--- src/hdl/irle_pkg.sv ---
// ----------------------------------------------------------------------------
// irle_pkg
// Shared types and constants of the image run-length encoder.
// ----------------------------------------------------------------------------
package irle_pkg;

	localparam int unsigned MAX_RUN_DEF = 255;
	localparam int unsigned CMD_DEPTH   = 4;

	localparam int unsigned DIM_W   = 16;
	localparam int unsigned PIXEL_W = 8;
	localparam int unsigned COUNT_W = 8;
	localparam int unsigned SIZE_W  = 2 * DIM_W;

	// Configuration register indexes
	localparam logic CFG_IMAGE_WIDTH  = 1'b0;
	localparam logic CFG_IMAGE_HEIGHT = 1'b1;

	// One entry of the command queue: everything the back end needs to
	// produce the bytes caused by one pixel.
	typedef struct packed {
		logic               hdr;
		logic [DIM_W-1:0]   width;
		logic [DIM_W-1:0]   height;
		logic               close_v;
		logic [PIXEL_W-1:0] close_color;
		logic [COUNT_W-1:0] close_len;
		logic               flush_v;
		logic [PIXEL_W-1:0] flush_color;
		logic [COUNT_W-1:0] flush_len;
		logic               last;
	} cmd_t;

	// Segments still to be sent for the command at the queue head
	typedef struct packed {
		logic flush;
		logic close;
		logic hdr;
	} seg_mask_t;

endpackage

--- src/hdl/irle_front.sv ---
// ----------------------------------------------------------------------------
// irle_front
// Accepts pixels, tracks the open run and the frame position, and turns each
// pixel into a command for the byte sequencer.
// ----------------------------------------------------------------------------
module irle_front import irle_pkg::*; #(
	parameter int unsigned MAX_RUN = MAX_RUN_DEF
) (
	input  logic               clk,
	input  logic               arst_n,
	input  logic               cfg_we,
	input  logic               cfg_index,
	input  logic [DIM_W-1:0]   cfg_data,
	input  logic               in_valid,
	output logic               in_ready,
	input  logic [PIXEL_W-1:0] pixel_color,
	input  logic               cmd_ready,
	output logic               cmd_valid,
	output cmd_t               cmd
);

	localparam logic [COUNT_W-1:0] MAX_RUN_C = COUNT_W'(MAX_RUN);

	logic [DIM_W-1:0]   width_q;
	logic [DIM_W-1:0]   height_q;
	logic [SIZE_W-1:0]  size_q;
	logic [PIXEL_W-1:0] run_color_q;
	logic [COUNT_W-1:0] run_len_q;
	logic [SIZE_W-1:0]  pix_idx_q;

	logic               accept;
	logic               hdr;
	logic               close;
	logic               last;
	logic               flush;
	logic [COUNT_W-1:0] base_len;
	logic [COUNT_W-1:0] new_len;
	logic [PIXEL_W-1:0] new_color;
	logic [DIM_W-1:0]   mul_a;
	logic [DIM_W-1:0]   mul_b;

	// The frame size follows the register being written, so it is valid at
	// the same edge as the register itself.
	always_comb begin
		if (cfg_index == CFG_IMAGE_WIDTH) begin
			mul_a = cfg_data;
			mul_b = height_q;
		end else begin
			mul_a = width_q;
			mul_b = cfg_data;
		end
	end

	always_ff @(posedge clk or negedge arst_n) begin
		if (!arst_n) begin
			width_q  <= DIM_W'(1);
			height_q <= DIM_W'(1);
			size_q   <= SIZE_W'(1);
		end else if (cfg_we) begin
			size_q <= SIZE_W'(mul_a) * SIZE_W'(mul_b);
			if (cfg_index == CFG_IMAGE_WIDTH) begin
				width_q <= cfg_data;
			end else begin
				height_q <= cfg_data;
			end
		end
	end

	always_comb begin
		hdr       = (pix_idx_q == '0);
		close     = (run_len_q != '0) && (run_color_q != pixel_color);
		base_len  = close ? '0 : run_len_q;
		new_color = (base_len == '0) ? pixel_color : run_color_q;
		new_len   = base_len + COUNT_W'(1);
		last      = ({1'b0, pix_idx_q} + (SIZE_W+1)'(1)) >= {1'b0, size_q};
		flush     = (new_len >= MAX_RUN_C) || last;

		cmd.hdr         = hdr;
		cmd.width       = width_q;
		cmd.height      = height_q;
		cmd.close_v     = close;
		cmd.close_color = run_color_q;
		cmd.close_len   = run_len_q;
		cmd.flush_v     = flush;
		cmd.flush_color = new_color;
		cmd.flush_len   = new_len;
		cmd.last        = last;
	end

	// A pixel that only extends the open run pushes no command, but every pixel waits for queue space.
	assign in_ready  = cmd_ready;
	assign accept    = in_valid && in_ready;
	assign cmd_valid = accept && (hdr || close || flush);

	always_ff @(posedge clk or negedge arst_n) begin
		if (!arst_n) begin
			run_color_q <= '0;
			run_len_q   <= '0;
			pix_idx_q   <= '0;
		end else if (accept) begin
			run_color_q <= new_color;
			run_len_q   <= flush ? '0 : new_len;
			pix_idx_q   <= last ? '0 : pix_idx_q + SIZE_W'(1);
		end
	end

endmodule

--- src/hdl/irle_queue.sv ---
// ----------------------------------------------------------------------------
// irle_queue
// Short command queue between the pixel front end and the byte sequencer.
// ----------------------------------------------------------------------------
module irle_queue import irle_pkg::*; (
	input  logic clk,
	input  logic arst_n,
	input  logic push,
	input  cmd_t push_cmd,
	output logic not_full,
	input  logic pop,
	output logic not_empty,
	output cmd_t head
);

	localparam int unsigned PTR_W = $clog2(CMD_DEPTH);
	localparam int unsigned CNT_W = $clog2(CMD_DEPTH + 1);

	cmd_t             mem_q [CMD_DEPTH];
	logic [PTR_W-1:0] wr_ptr_q;
	logic [PTR_W-1:0] rd_ptr_q;
	logic [CNT_W-1:0] count_q;

	assign not_full  = (count_q != CNT_W'(CMD_DEPTH));
	assign not_empty = (count_q != '0);
	assign head      = mem_q[rd_ptr_q];

	always_ff @(posedge clk) begin
		if (push) begin
			mem_q[wr_ptr_q] <= push_cmd;
		end
	end

	always_ff @(posedge clk or negedge arst_n) begin
		if (!arst_n) begin
			wr_ptr_q <= '0;
			rd_ptr_q <= '0;
			count_q  <= '0;
		end else begin
			if (push) begin
				wr_ptr_q <= (wr_ptr_q == PTR_W'(CMD_DEPTH - 1)) ? '0 : wr_ptr_q + PTR_W'(1);
			end
			if (pop) begin
				rd_ptr_q <= (rd_ptr_q == PTR_W'(CMD_DEPTH - 1)) ? '0 : rd_ptr_q + PTR_W'(1);
			end
			case ({push, pop})
				2'b10:   count_q <= count_q + CNT_W'(1);
				2'b01:   count_q <= count_q - CNT_W'(1);
				default: count_q <= count_q;
			endcase
		end
	end

endmodule

--- src/hdl/irle_back.sv ---
// ----------------------------------------------------------------------------
// irle_back
// Byte sequencer: walks the header, closed-run and flushed-run segments of
// the command at the queue head and loads one byte per cycle into the
// output register while a command waits and the register is empty or being read.
// ----------------------------------------------------------------------------
module irle_back import irle_pkg::*; (
	input  logic               clk,
	input  logic               arst_n,
	input  logic               cmd_avail,
	input  cmd_t               head,
	output logic               cmd_pop,
	output logic               out_valid,
	input  logic               out_ready,
	output logic [PIXEL_W-1:0] out_byte,
	output logic               burst_last,
	output logic               frame_end
);

	logic               busy_q;
	seg_mask_t          pend_q;
	logic [2:0]         cnt_q;
	logic               out_valid_q;
	logic [PIXEL_W-1:0] out_byte_q;
	logic               burst_last_q;
	logic               frame_end_q;

	seg_mask_t          head_pend;
	seg_mask_t          cur_pend;
	seg_mask_t          next_pend;
	logic [2:0]         cur_cnt;
	logic               emit;
	logic               seg_end;
	logic               done;
	logic [PIXEL_W-1:0] byte_d;

	always_comb begin
		head_pend.flush = head.flush_v;
		head_pend.close = head.close_v;
		head_pend.hdr   = head.hdr;
		cur_pend  = busy_q ? pend_q : head_pend;
		cur_cnt   = busy_q ? cnt_q : '0;
		emit      = cmd_avail && (!out_valid_q || out_ready);
		next_pend = cur_pend;
		byte_d    = '0;
		seg_end   = 1'b0;
		if (cur_pend.hdr) begin
			// Width then height, each as 32 bits with the low byte first
			case (cur_cnt)
				3'd0:    byte_d = head.width[7:0];
				3'd1:    byte_d = head.width[15:8];
				3'd4:    byte_d = head.height[7:0];
				3'd5:    byte_d = head.height[15:8];
				default: byte_d = '0;
			endcase
			seg_end = (cur_cnt == 3'd7);
			if (seg_end) begin
				next_pend.hdr = 1'b0;
			end
		end else if (cur_pend.close) begin
			byte_d  = cur_cnt[0] ? head.close_len : head.close_color;
			seg_end = cur_cnt[0];
			if (seg_end) begin
				next_pend.close = 1'b0;
			end
		end else begin
			byte_d  = cur_cnt[0] ? head.flush_len : head.flush_color;
			seg_end = cur_cnt[0];
			if (seg_end) begin
				next_pend.flush = 1'b0;
			end
		end
		done    = (next_pend == '0);
		cmd_pop = emit && done;
	end

	always_ff @(posedge clk or negedge arst_n) begin
		if (!arst_n) begin
			busy_q      <= 1'b0;
			pend_q      <= '0;
			cnt_q       <= '0;
			out_valid_q <= 1'b0;
		end else begin
			if (emit) begin
				out_valid_q <= 1'b1;
				busy_q      <= !done;
				pend_q      <= next_pend;
				cnt_q       <= seg_end ? '0 : cur_cnt + 3'd1;
			end else if (out_ready) begin
				out_valid_q <= 1'b0;
			end
		end
	end

	always_ff @(posedge clk) begin
		if (emit) begin
			out_byte_q   <= byte_d;
			burst_last_q <= done;
			frame_end_q  <= done && head.last;
		end
	end

	assign out_valid  = out_valid_q;
	assign out_byte   = out_byte_q;
	assign burst_last = burst_last_q;
	assign frame_end  = frame_end_q;

endmodule

--- src/hdl/image_rle_encoder.sv ---
// ----------------------------------------------------------------------------
// image_rle_encoder
// Byte-pair run-length encoder for an 8-bit image stream.
// ----------------------------------------------------------------------------
// Pixels enter in raster order on the pixel channel (in_valid/in_ready,
// pixel_color) and the encoded byte stream leaves on the output channel
// (out_valid/out_ready, out_byte, burst_last, frame_end). The first pixel
// of a frame produces an 8-byte header (width, height, 32 bits each, low
// byte first); closed runs produce a colour byte and a count byte.
// burst_last marks the final byte caused by a pixel, frame_end the final
// byte of the frame. A pixel that only extends the open run causes nothing.
// Image width and height are written through cfg_we/cfg_index/cfg_data.
// The first byte of a transaction passes through the command queue and
// the output register. The front end takes one pixel per cycle while its
// command queue has room; the output register sends one byte per cycle
// while out_ready is high, so the pixel rate is set by the bytes per pixel:
// two when every pixel closes a run, up to ten for the first of a frame.
// When the receiver stalls, the output register holds its byte and the
// queue absorbs up to four commands before in_ready falls.
// Reset clears the run, the frame position and the queue, and sets width
// and height to 1.
// ----------------------------------------------------------------------------
module image_rle_encoder import irle_pkg::*; #(
	parameter int unsigned MAX_RUN = MAX_RUN_DEF
) (
	input  logic               clk,
	input  logic               arst_n,
	input  logic               cfg_we,
	input  logic               cfg_index,
	input  logic [DIM_W-1:0]   cfg_data,
	input  logic               in_valid,
	output logic               in_ready,
	input  logic [PIXEL_W-1:0] pixel_color,
	output logic               out_valid,
	input  logic               out_ready,
	output logic [PIXEL_W-1:0] out_byte,
	output logic               burst_last,
	output logic               frame_end
);

	cmd_t push_cmd;
	cmd_t head;
	logic push;
	logic not_full;
	logic not_empty;
	logic pop;

	irle_front #(
		.MAX_RUN(MAX_RUN)
	) u_front (
		.clk        (clk),
		.arst_n     (arst_n),
		.cfg_we     (cfg_we),
		.cfg_index  (cfg_index),
		.cfg_data   (cfg_data),
		.in_valid   (in_valid),
		.in_ready   (in_ready),
		.pixel_color(pixel_color),
		.cmd_ready  (not_full),
		.cmd_valid  (push),
		.cmd        (push_cmd)
	);

	irle_queue u_queue (
		.clk      (clk),
		.arst_n   (arst_n),
		.push     (push),
		.push_cmd (push_cmd),
		.not_full (not_full),
		.pop      (pop),
		.not_empty(not_empty),
		.head     (head)
	);

	irle_back u_back (
		.clk       (clk),
		.arst_n    (arst_n),
		.cmd_avail (not_empty),
		.head      (head),
		.cmd_pop   (pop),
		.out_valid (out_valid),
		.out_ready (out_ready),
		.out_byte  (out_byte),
		.burst_last(burst_last),
		.frame_end (frame_end)
	);

endmodule

--- config.mk ---
export PLATFORM = sky130hd
export DESIGN_NAME = image_rle_encoder
export DESIGN_NICKNAME = d
export VERILOG_FILES = /design/src/hdl/irle_pkg.sv /design/src/hdl/irle_front.sv /design/src/hdl/irle_queue.sv /design/src/hdl/irle_back.sv /design/src/hdl/image_rle_encoder.sv
export SDC_FILE = /design/constraint.sdc
export NUM_CORES = 1
export LEC_CHECK = 0
export BUFFER_PORTS_ARGS = -buffer_cell sky130_fd_sc_hd__buf_2
export CAP_MARGIN = 20
export CORE_ASPECT_RATIO = 1.2
export CORE_MARGIN = 2
export CORE_UTILIZATION = 55
export DETAILED_ROUTE_END_ITERATION = 16
export PLACE_DENSITY = 0.8
export RECOVER_POWER = 25
export SLEW_MARGIN = 20
export SYNTH_ARGS = -nofsm -noshare
export SYNTH_HDL_FRONTEND = slang
export SYNTH_SLANG_ARGS = --single-unit
--- constraint.sdc ---
create_clock -name clk -period 7.4 [get_ports clk]
set_input_delay 1.11 -clock clk [delete_from_list [all_inputs] [get_ports clk]]
set_output_delay 1.11 -clock clk [all_outputs]
set_load 0.03 [all_outputs]
; Word level (Yosys, flattened, before mapping)
; Memory sizes are Yosys's and may differ from the RTL's.
; Index checks and enable logic that the tools add are counted.
[classes]
n_addsub = 8
mul = 1
div_mod_pow = 0
magnitude_cmp = 2
n_eq_ne = 10
shift = 0
muxes = 29
bitwise = 0
reduce_logical = 20
[ops]
columns = operator, count
row1 = 8-bit two-way mux, 7
row2 = 32-bit by 1-bit adder with 33-bit output (second input constant), 1
row3 = 33-bit by 32-bit greater-or-equal comparator with 1-bit output, 1
row4 = 32-bit by 1-bit adder with 32-bit output (second input constant), 1
row5 = 32-bit zero test, 1
row6 = 16-bit by 16-bit multiplier with 32-bit output, 1
row7 = 16-bit two-way mux, 2
row8 = 32-bit two-way mux, 1
row9 = 8-bit one-hot mux with 4 select lines, 1
row10 = 1-bit two-way mux, 11
row11 = 3-bit == test (second input constant), 3
row12 = 3-bit two-way mux, 3
row13 = 8-bit by 1-bit adder with 8-bit output (second input constant), 1
row14 = 8-bit greater-or-equal comparator (second input constant), 1
row15 = 8-bit zero test, 1
row16 = 8-bit != test, 1
row17 = 8-bit nonzero test, 1
row18 = 3-bit by 1-bit adder with 3-bit output (second input constant), 2
row19 = 2-bit == test (second input constant), 3
row20 = 1-bit logical AND, 6
row21 = 3-bit zero test, 2
row22 = 2-bit two-way mux, 3
row23 = 3-bit one-hot mux with 2 select lines, 1
row24 = 2-bit by 1-bit adder with 2-bit output (second input constant), 2
row25 = 8 further kinds, 13
[word_totals]
reg_bits = 137
latchBits = 0
mem_bits_rw = 272
rom_bits = 0
inputBits = 30
output_inout_bits = 12
elab_cells = 89
n_memories = 1
[memory_table]
columns = memory, words, word_bits, read_ports, rd_ports_with_merged_regs, write_ports, line
row1 = u_queue.mem_q, 4, 68, 1, 0, 1, irle_queue.sv:19  ; cmd_t mem_q [CMD_DEPTH];

; Logic depth before layout (Yosys ltp)
; Gate-level depths: netlist (run 1).
[depth]
ltp_word = 10
depth_mapped = 27

; Hierarchy
; From an unflattened synthesis (run 1), not the netlist that was laid out.
[unflattened]
hier_cells = 2336
area_unflattened_um2 = 27147.3
[by_module_without_submodules]
columns = mod, n_inst, cells_each, area_per_inst_um2
row1 = irle_front, 1, 1794, 15476.1
row2 = irle_queue, 1, 394, 10308.6
row3 = irle_back, 1, 148, 1362.6

; Least setup slack after synthesis (run 1)
; OpenSTA, ideal clock, no wires.
[synth_path]
kind = input port to flip-flop
start = input port cfg_index
end = register u_front.size_q[26]
setup_time_ns = 0.145
t_arrival_ns = 7.706
t_required_ns = 7.255
path_slack_ns = -0.450
cell_stages = 24
path_buffers = 3
cell_sequence = clkbuf_1 clkbuf_1 mux2i_1 clkbuf_1 nor2_1 fa_1 inv_1 fa_1 fa_1 inv_1 fa_1 fa_1 inv_1 fa_1 inv_1 ha_1 a21oi_1 a21boi_0 o311ai_1 and4b_1 o21ai_1 o31ai_1 xor2_1 mux2i_1
[synth_via]
elab_chain_cells = 2
[synth_lines]
columns = element, line
row1 = "start, declared", image_rle_encoder.sv:29  ; input logic cfg_index,
row2 = 16-bit two-way mux, irle_front.sv:45  ; if (cfg_index == CFG_IMAGE_WIDTH) begin
row3 = 16-bit by 16-bit multiplier with 32-bit output (*), irle_front.sv:60  ; size_q <= SIZE_W'(mul_a) * SIZE_W'(mul_b);
row4 = "end signal, assigned", irle_front.sv:60
row5 = "end, declared", irle_front.sv:26  ; logic [SIZE_W-1:0] size_q;
; Mark *: on every way between the ends. The rest lies on a longest branch, timed or not.
; A chain may end at the register's enable or synchronous reset.

; Worst setup path in the final report (run 1)
[layout_path]
start = input port cfg_index
end = register u_front.size_q[24]
; The elaborated chain is that of the path after synthesis.

==> key figures, run 1 <==
Outcome
  • Run status: complete, but fails checks
  • Failing checks: max-capacitance violations, max-slew violations

Route
  • Post-route ant nets: 0
  • Vias post-DR: 17300
  • DRC: 0
  • Starting DRT DRC Count: 1334
  • DRT Wirelength: 63300 um
  • DR pass1 iterations: 5
  • Vias per std cell: 5.84
  • Drt wl/cell: 21.3 um

Die
  • Die footprint: 0.0498 mm2
  • Die width: 204 um
  • Vert. Die Dim: 244 um
  • Num rows: 87
  • Core ar.: 0.0472 mm2
  • Number of I/O pins: 42
  • Effective utilization at floorplan: 0.559

Logic synthesis
  • Seq/Total Area, Yosys: 0.441
  • Synth area leaders: edfxtp_1 (32%), fa_1 (15%), dfrtp_1 (12%)
  • Syn Nets: 2575
  • Synth cell count leaders: inv_1 (287), edfxtp_1 (282), nand2_1 (246)
  • Synth Warn #: 0
  • Flops & latches, synth: 409
  • Cell taking the most area after synthesis: edfxtp_1
  • Mean Syn Cell Area: 12.0 um2
  • Most common cell in the synthesized netlist: inv_1
  • Post-synth top area share: 0.321
  • Unique cell type count in the Yosys netlist: 72
  • Share of synthesized registers carrying an async set or reset: 0.311
  • Gate Count Post-Synth: 2199
  • EDFF count, synth: 282
  • Synth Flop Type: edfxtp_1
  • Post-Syn Area: 0.0264 mm2

Timing
  • Final setup viols: 0
  • FMAX: 142 MHz
  • RSZ-0062 raised after global routing: false
  • Measured slew at the worst slew-check pin: 3200 ps
  • Setup Skew: 20.3 ps
  • Period utilisation layout: 0.952
  • Worst rel slew slack: -1.14
  • Hold Vio Cnt, Final: 0
  • WHS: 482 ps
  • Final critical-path required period: 7050 ps
  • Final Max Tran Viols: 53
  • Setup TNS: 0 ps

Setup path
  • CP Class: in2reg
  • Arr. time, crit path: 7440 ps
  • Worst Path Max Fanout: 11
  • CP peak stage delay: 550 ps
  • Crit start category: input pin
  • Buf/Inv on CP: 8
  • CP required: 7790 ps
  • Cell mode on critical path: fa_1
  • CP delay by family, top: adder cells
  • Critical-path top delay cell: fa_1
  • Critical Path Sink Type: flip-flop

Placement
  • Buffers on Ports: 41
  • DP HPWL: 45500 um
  • Routability cong.: 0.941
  • Dpl cells: 2897

Clocking
  • Post-CTS Hold Buffers: 0
  • Inserted Clock Buffers: 38
  • H-tree depth: 2
  • Post-CTS sizing: 0
  • Worst-case clock buffer depth: 3
  • CTS tree: built
  • Worst-path clk slew: 60 ps
  • Post-CTS Setup Bufs: 0
  • CTS Root Cell: clkbuf_16
  • Clk sinks: 409
  • Worst skew pair latency: 550 ps

Finish
  • Area Overhead vs Synth: 10.9%
  • Final Core Density: 0.620
  • Final Non-Filler Cells: 2967
  • NumNets Final: 2690
  • # diodes: 0
  • Layout cells sized above 1: 0.163
  • Fillers: 3451

GRT
  • Total gr overflow: 0
  • All-Layer GR Usage: 0.263
  • Global-route wire length before repair: 101000 um
  • Initial antenna violation count: 0
  • Vias in the first global route: 18600
  • Largest net degree at the start of global routing: 105

Job
  • Max-cap violation count: 1

Worst hold path
  • Hold crit path type: reg2reg
==> cell type report <==
type                            count  area [um2]  area share
Clock buffer                       51        1050      0.0359
Clock inverter                     19         201     0.00687
Inverter                          289        1080      0.0370
Multi-Input combinational cell   1416       13400       0.457
Sequential cell                   409       11700       0.398
Tap cell                          623         779      0.0266
Timing Repair Buffer              160        1140      0.0389
==> metrics by stage <==
| step | setup WS (ps) | area [um2] |
|---|---|---|
| final | 354 | 29300 |
| after global placement | -2.71 | 28100 |
| after global routing | 31.7 | 29300 |
| after CTS | 396 | 29300 |
| after floorplan | 107 | 26500 |
| after detailed placement | -121 | 28100 |
==> cells in the final DEF, fill, tap and decap left out, drive strengths merged, types with 4 or more instances in the layout <==
master  count
or2         8
and3       13
dfrtp     124
fa        195
xor2       29
nor2b       5
mux4       76
inv       292
ha        151
a21o       27
a22o       26
buf       159
nor4b       4
o21ai      81
o22ai       5
a31oi       4
nor2      194
and2        8
o21bai      6
nand4      18
mux2       49
and4        4
a221oi      8
mux2i      44
nand3      31
nor4       13
clkbuf     52
o31ai       5
nand2     247
a21oi      69
a22oi       7
nand2b      9
clkinv     11
edfxtp    282
xnor2      42
a211oi      6
nor3       15
==> metal layers <==
metal	up-vias	wire, um	global-route usage
li1	7761	-	-
met5	-	0	0
met2	664	32500	0.456
met3	172	3490	0.0320
met4	0	3130	0.122
met1	8730	24300	0.330
==> flip-flops by register name (all words and copies together) (netlist names) <==
name and cells:
u_queue.count_q 3, u_queue.rd_ptr_q 2, u_front.run_len_q 8, u_back.busy_q 1, u_front.pix_idx_q 32, u_back.out_byte 8, u_front.width_q 16, u_front.height_q 16
u_back.cnt_q 3, u_back.pend_q 3, u_back.frame_end 1, u_front.run_color_q 8, u_back.burst_last 1, u_queue.wr_ptr_q 2, u_front.size_q 32, u_queue.mem_q 272
u_back.out_valid 1
==> path summary, 6_finish.rpt <==
kind,startpoint,endpoint,slack (ps),cells past startpoint
min,u_front.size_q[20],u_front.size_q[20],480,1
min reg2reg,u_front.size_q[20],u_front.size_q[20],480,1
min in group asynchronous,arst_n,u_front.width_q[4],1650,1
max in group asynchronous,arst_n,u_queue.rd_ptr_q[0],3490,1
max,cfg_index,u_front.size_q[24],350,25
max reg2reg,u_front.height_q[5],u_front.size_q[24],790,23
==> logic make-up after synthesis <==
group | count (synthesis) | synth area share
AO/OA/AOI/OAI | 258 | 0.0622
adder cells (fa/ha/maj) | 346 | 0.219
flip-flops | 409 | 0.441
AND/OR/NAND/NOR | 572 | 0.0968
XOR/XNOR | 71 | 0.0235
multiplexers | 169 | 0.103
buffers and inverters | 374 | 0.0545
Power of run 1 is not shown: default switching activity piles up to over one toggle a cycle in this logic, so the estimate is an artifact.
==> inputs of run 2 (changes only) <==
Settings changed: PLACE_DENSITY 0.8 to 0.83, SLEW_MARGIN 20 to 15.
Clock period 7.4 ns to 6 ns, I/O delays scaled along.
==> run 2 against run 1 <==
  * Largest cell class unchanged
  * Design area grew 7.5%
  * Clock-buffer cell count shrank 1
  * Clock skew is 1.9 ps lower
  * Sequential share of layout area down 2.8 points
  * The flow finishes with violations (max-capacitance violations, max-slew violations, negative setup slack)
  * Register-to-register slack lost 1000 ps
  * Cell count increased by 5.1%
  * Global-route usage increased by 2.6 points
  * Routed wire length rose by 12%
  * Non-clock buffer count is 150 higher
  * Hold slack better by 16 ps
  * First-iteration DRC count rose by 39%
  * Setup slack worse by 710 ps
==> key figures, run 2 (synthesized netlist as in run 1, its figures left out) <==
Timing
  • Hold Vio Cnt, Final: 0 (unchanged)
  • Final setup viols: 17 (+17)
  • Final critical-path required period: 6360 ps
  • Worst rel slew slack: -1.99 (-0.852)
  • Final Max Tran Viols: 74 (+40%)
  • Setup Skew: 18.4 ps (-1.94 ps)
  • Period utilisation layout: 1.06
  • RSZ-0062 raised after global routing: true
  • Min setup slack post-route: -355 ps (-709 ps)
  • Setup TNS: -3510 ps (-3510 ps)
  • Measured slew at the worst slew-check pin: 4480 ps (+1280 ps)
  • FMAX: 157 MHz

Setup path
  • Cell chain of the critical path: buf_16 > buf_12 > mux2i_4 > buf_12 > nor2_1 > fa_1 > inv_2 > fa_1 > fa_1 > inv_2 > fa_1 > fa_1 > inv_2 > fa_1 > inv_2 > ha_4 > buf_4 > a21boi_1 > o311ai_2 > and4b_2 > o21ai_2 > o31ai_2 > xor2_1 > mux2i_1
  • Worst Setup SP: cfg_index
  • Crit start category: input pin
  • Cell mode on critical path: fa_1
  • Worst Path Max Fanout: 6 (-5)
  • Crit path to: u_front.size_q[26]
  • Worst reg2reg startpoint: u_front.width_q[3]
  • CP peak stage delay: 560 ps (about the same)
  • Arr. time, crit path: 6780 ps (-660 ps)
  • Reg2reg path depth: 23 (unchanged)
  • CP Class: in2reg
  • R2r setup slk: -220 ps (-1010 ps)
  • CP required: 6420 ps (-1370 ps)
  • Critical Path Sink Type: flip-flop
  • RR Endpoint: u_front.size_q[26]
  • Critical-path top delay cell: fa_1

Clocking
  • CTS tree: built
  • Worst skew pair latency: 550 ps (about the same)
  • Clk sinks: 409 (unchanged)
  • Worst-path clk slew: 60 ps (about the same)
  • Post-CTS Hold Buffers: 0 (unchanged)
  • Inserted Clock Buffers: 38 (unchanged)
  • H-tree depth: 2 (unchanged)
  • Worst-case clock buffer depth: 3 (unchanged)
  • CTS Root Cell: clkbuf_16

GRT
  • Initial antenna violation count: 0 (unchanged)
  • All-Layer GR Usage: 0.288 (+0.0256)
  • Vias in the first global route: 19900 (+6.9%)
  • Largest net degree at the start of global routing: 99 (-5.7%)
  • Global-route wire length before repair: 110000 um (+9.3%)
  • Total gr overflow: 0 (unchanged)

Die
  • Number of I/O pins: 42 (unchanged)
  • Die footprint: 0.0498 mm2 (unchanged)
  • Vert. Die Dim: 244 um (unchanged)
  • Num rows: 87 (unchanged)
  • Die width: 204 um (unchanged)
  • Effective utilization at floorplan: 0.559 (unchanged)
  • Core ar.: 0.0472 mm2 (unchanged)

Placement
  • Routability cong.: 0.956 (+1.6%)
  • Setup slack at placement: -987 ps (-866 ps)
  • Buffers on Ports: 41 (unchanged)
  • Placed Area: 0.0294 mm2 (+4.8%)
  • DP HPWL: 47600 um (+4.8%)

Finish
  • NumNets Final: 2842 (+5.7%)
  • Area Overhead vs Synth: 19.3%
  • # diodes: 0 (unchanged)
  • Layout cells sized above 1: 0.252 (+0.0894)
  • Cell area after layout: 0.0315 mm2 (+7.5%)
  • Largest register by flop count: u_queue.mem_q
  • Final Core Density: 0.667 (+0.0467)
  • Largest registers: u_queue.mem_q x272, u_front.pix_idx_q x32, u_front.size_q x32
  • Most common cell after layout, fill and taps aside: edfxtp_1
  • Commonest non-fill, non-tap cells in the layout: edfxtp_1 (282), inv_1 (264), nand2_1 (239)
  • Max reg flops: 272 (unchanged)

Worst hold path
  • Hold_sp: u_front.size_q[0]
  • Hold crit path type: reg2reg

Route
  • Vias per std cell: 6.01 (+3.0%)
  • Vias post-DR: 18800 (+8.2%)
  • Post-route ant nets: 0 (unchanged)
  • DRC: 0 (unchanged)
  • Drt wl/cell: 22.7 um (+6.5%)
  • DRT Wirelength: 70900 um (+12%)
  • Starting DRT DRC Count: 1848 (+39%)
  • DR pass1 iterations: 7 (+2)

Outcome
  • Run status: complete, but fails checks
  • Failing checks: max-capacitance violations, max-slew violations, negative setup slack

Job
  • Max-cap violation count: 1 (unchanged)
-- run 2: cell count changes in the layout (fill, tap and decap cells not counted), moves of 15 or more --
| cell | before | now |
|---|---|---|
| buf_4 | 116 | 202 |
| clkbuf_1 | 10 | 39 |
| inv_1 | 287 | 264 |
| inv_2 | 1 | 24 |
| mux2i_1 | 38 | 18 |
| mux2_4 | 2 | 21 |
| mux2_2 | 45 | 28 |
| mux2i_4 | 1 | 18 |
| fa_1 | 195 | 180 |
| fa_2 | 0 | 15 |
| nor2_1 | 187 | 172 |
-- run 2: cell type report --
| cell class | count | area, um2 |
|---|---|---|
| tap | 623 | 779 |
| timing repair buffer | 310 | 2520 |
| fill | 3214 | 15700 |
| clock buffer | 50 | 1050 |
| clock inverter | 20 | 190 |
| inverter | 289 | 1080 |
| sequential | 409 | 11700 |
| multi-input combinational | 1418 | 14200 |
-- run 2: per-stage QoR --
stage / cells / hold slack, ps
finish: 3119 / 498
global route: 3119 / 517
CTS: 3098 / 433
floorplan: 2199 / 440
global placement: 3002 / 453
detailed placement: 3002 / 469
-- run 2: layer usage --
metal / up-vias / part of all wire / global-route usage
met5: - / 0 / 0
met4: 0 / 0.059 / 0.143
met1: 9387 / 0.35 / 0.350
li1: 8085 / - / -
met3: 275 / 0.074 / 0.0368
met2: 1006 / 0.51 / 0.508
-- run 2: worst min path at each step --
stage / endpoint / slack [ps] / cells past startpoint
finish: u_front.size_q[0] / 500 / 2
global route: u_front.size_q[0] / 520 / 2
detailed placement: u_front.size_q[0] / 470 / 2
floorplan: u_back.pend_q[2] / 440 / 2
CTS: u_front.width_q[13] / 430 / 1
global placement: u_back.pend_q[2] / 450 / 2
-- run 2: worst max-delay path: cells and delay by family --
kind | cells | cell delay (ps)
fa+ha+maj | 7 | 3270
compound gates | 4 | 870
simple gates | 2 | 410
buf+inv | 8 | 740
mux | 2 | 410
xor+xnor | 1 | 180
-- run 2: repair_timing --
item | CTS | global route
pin swaps | 30 | 28
buffers inserted | 21 | 19
resized for setup | 61 | 71
endpoints found under the setup margin | 20 | 21
gates cloned | 5 | 2
Power of run 2 is left out for the same reason.
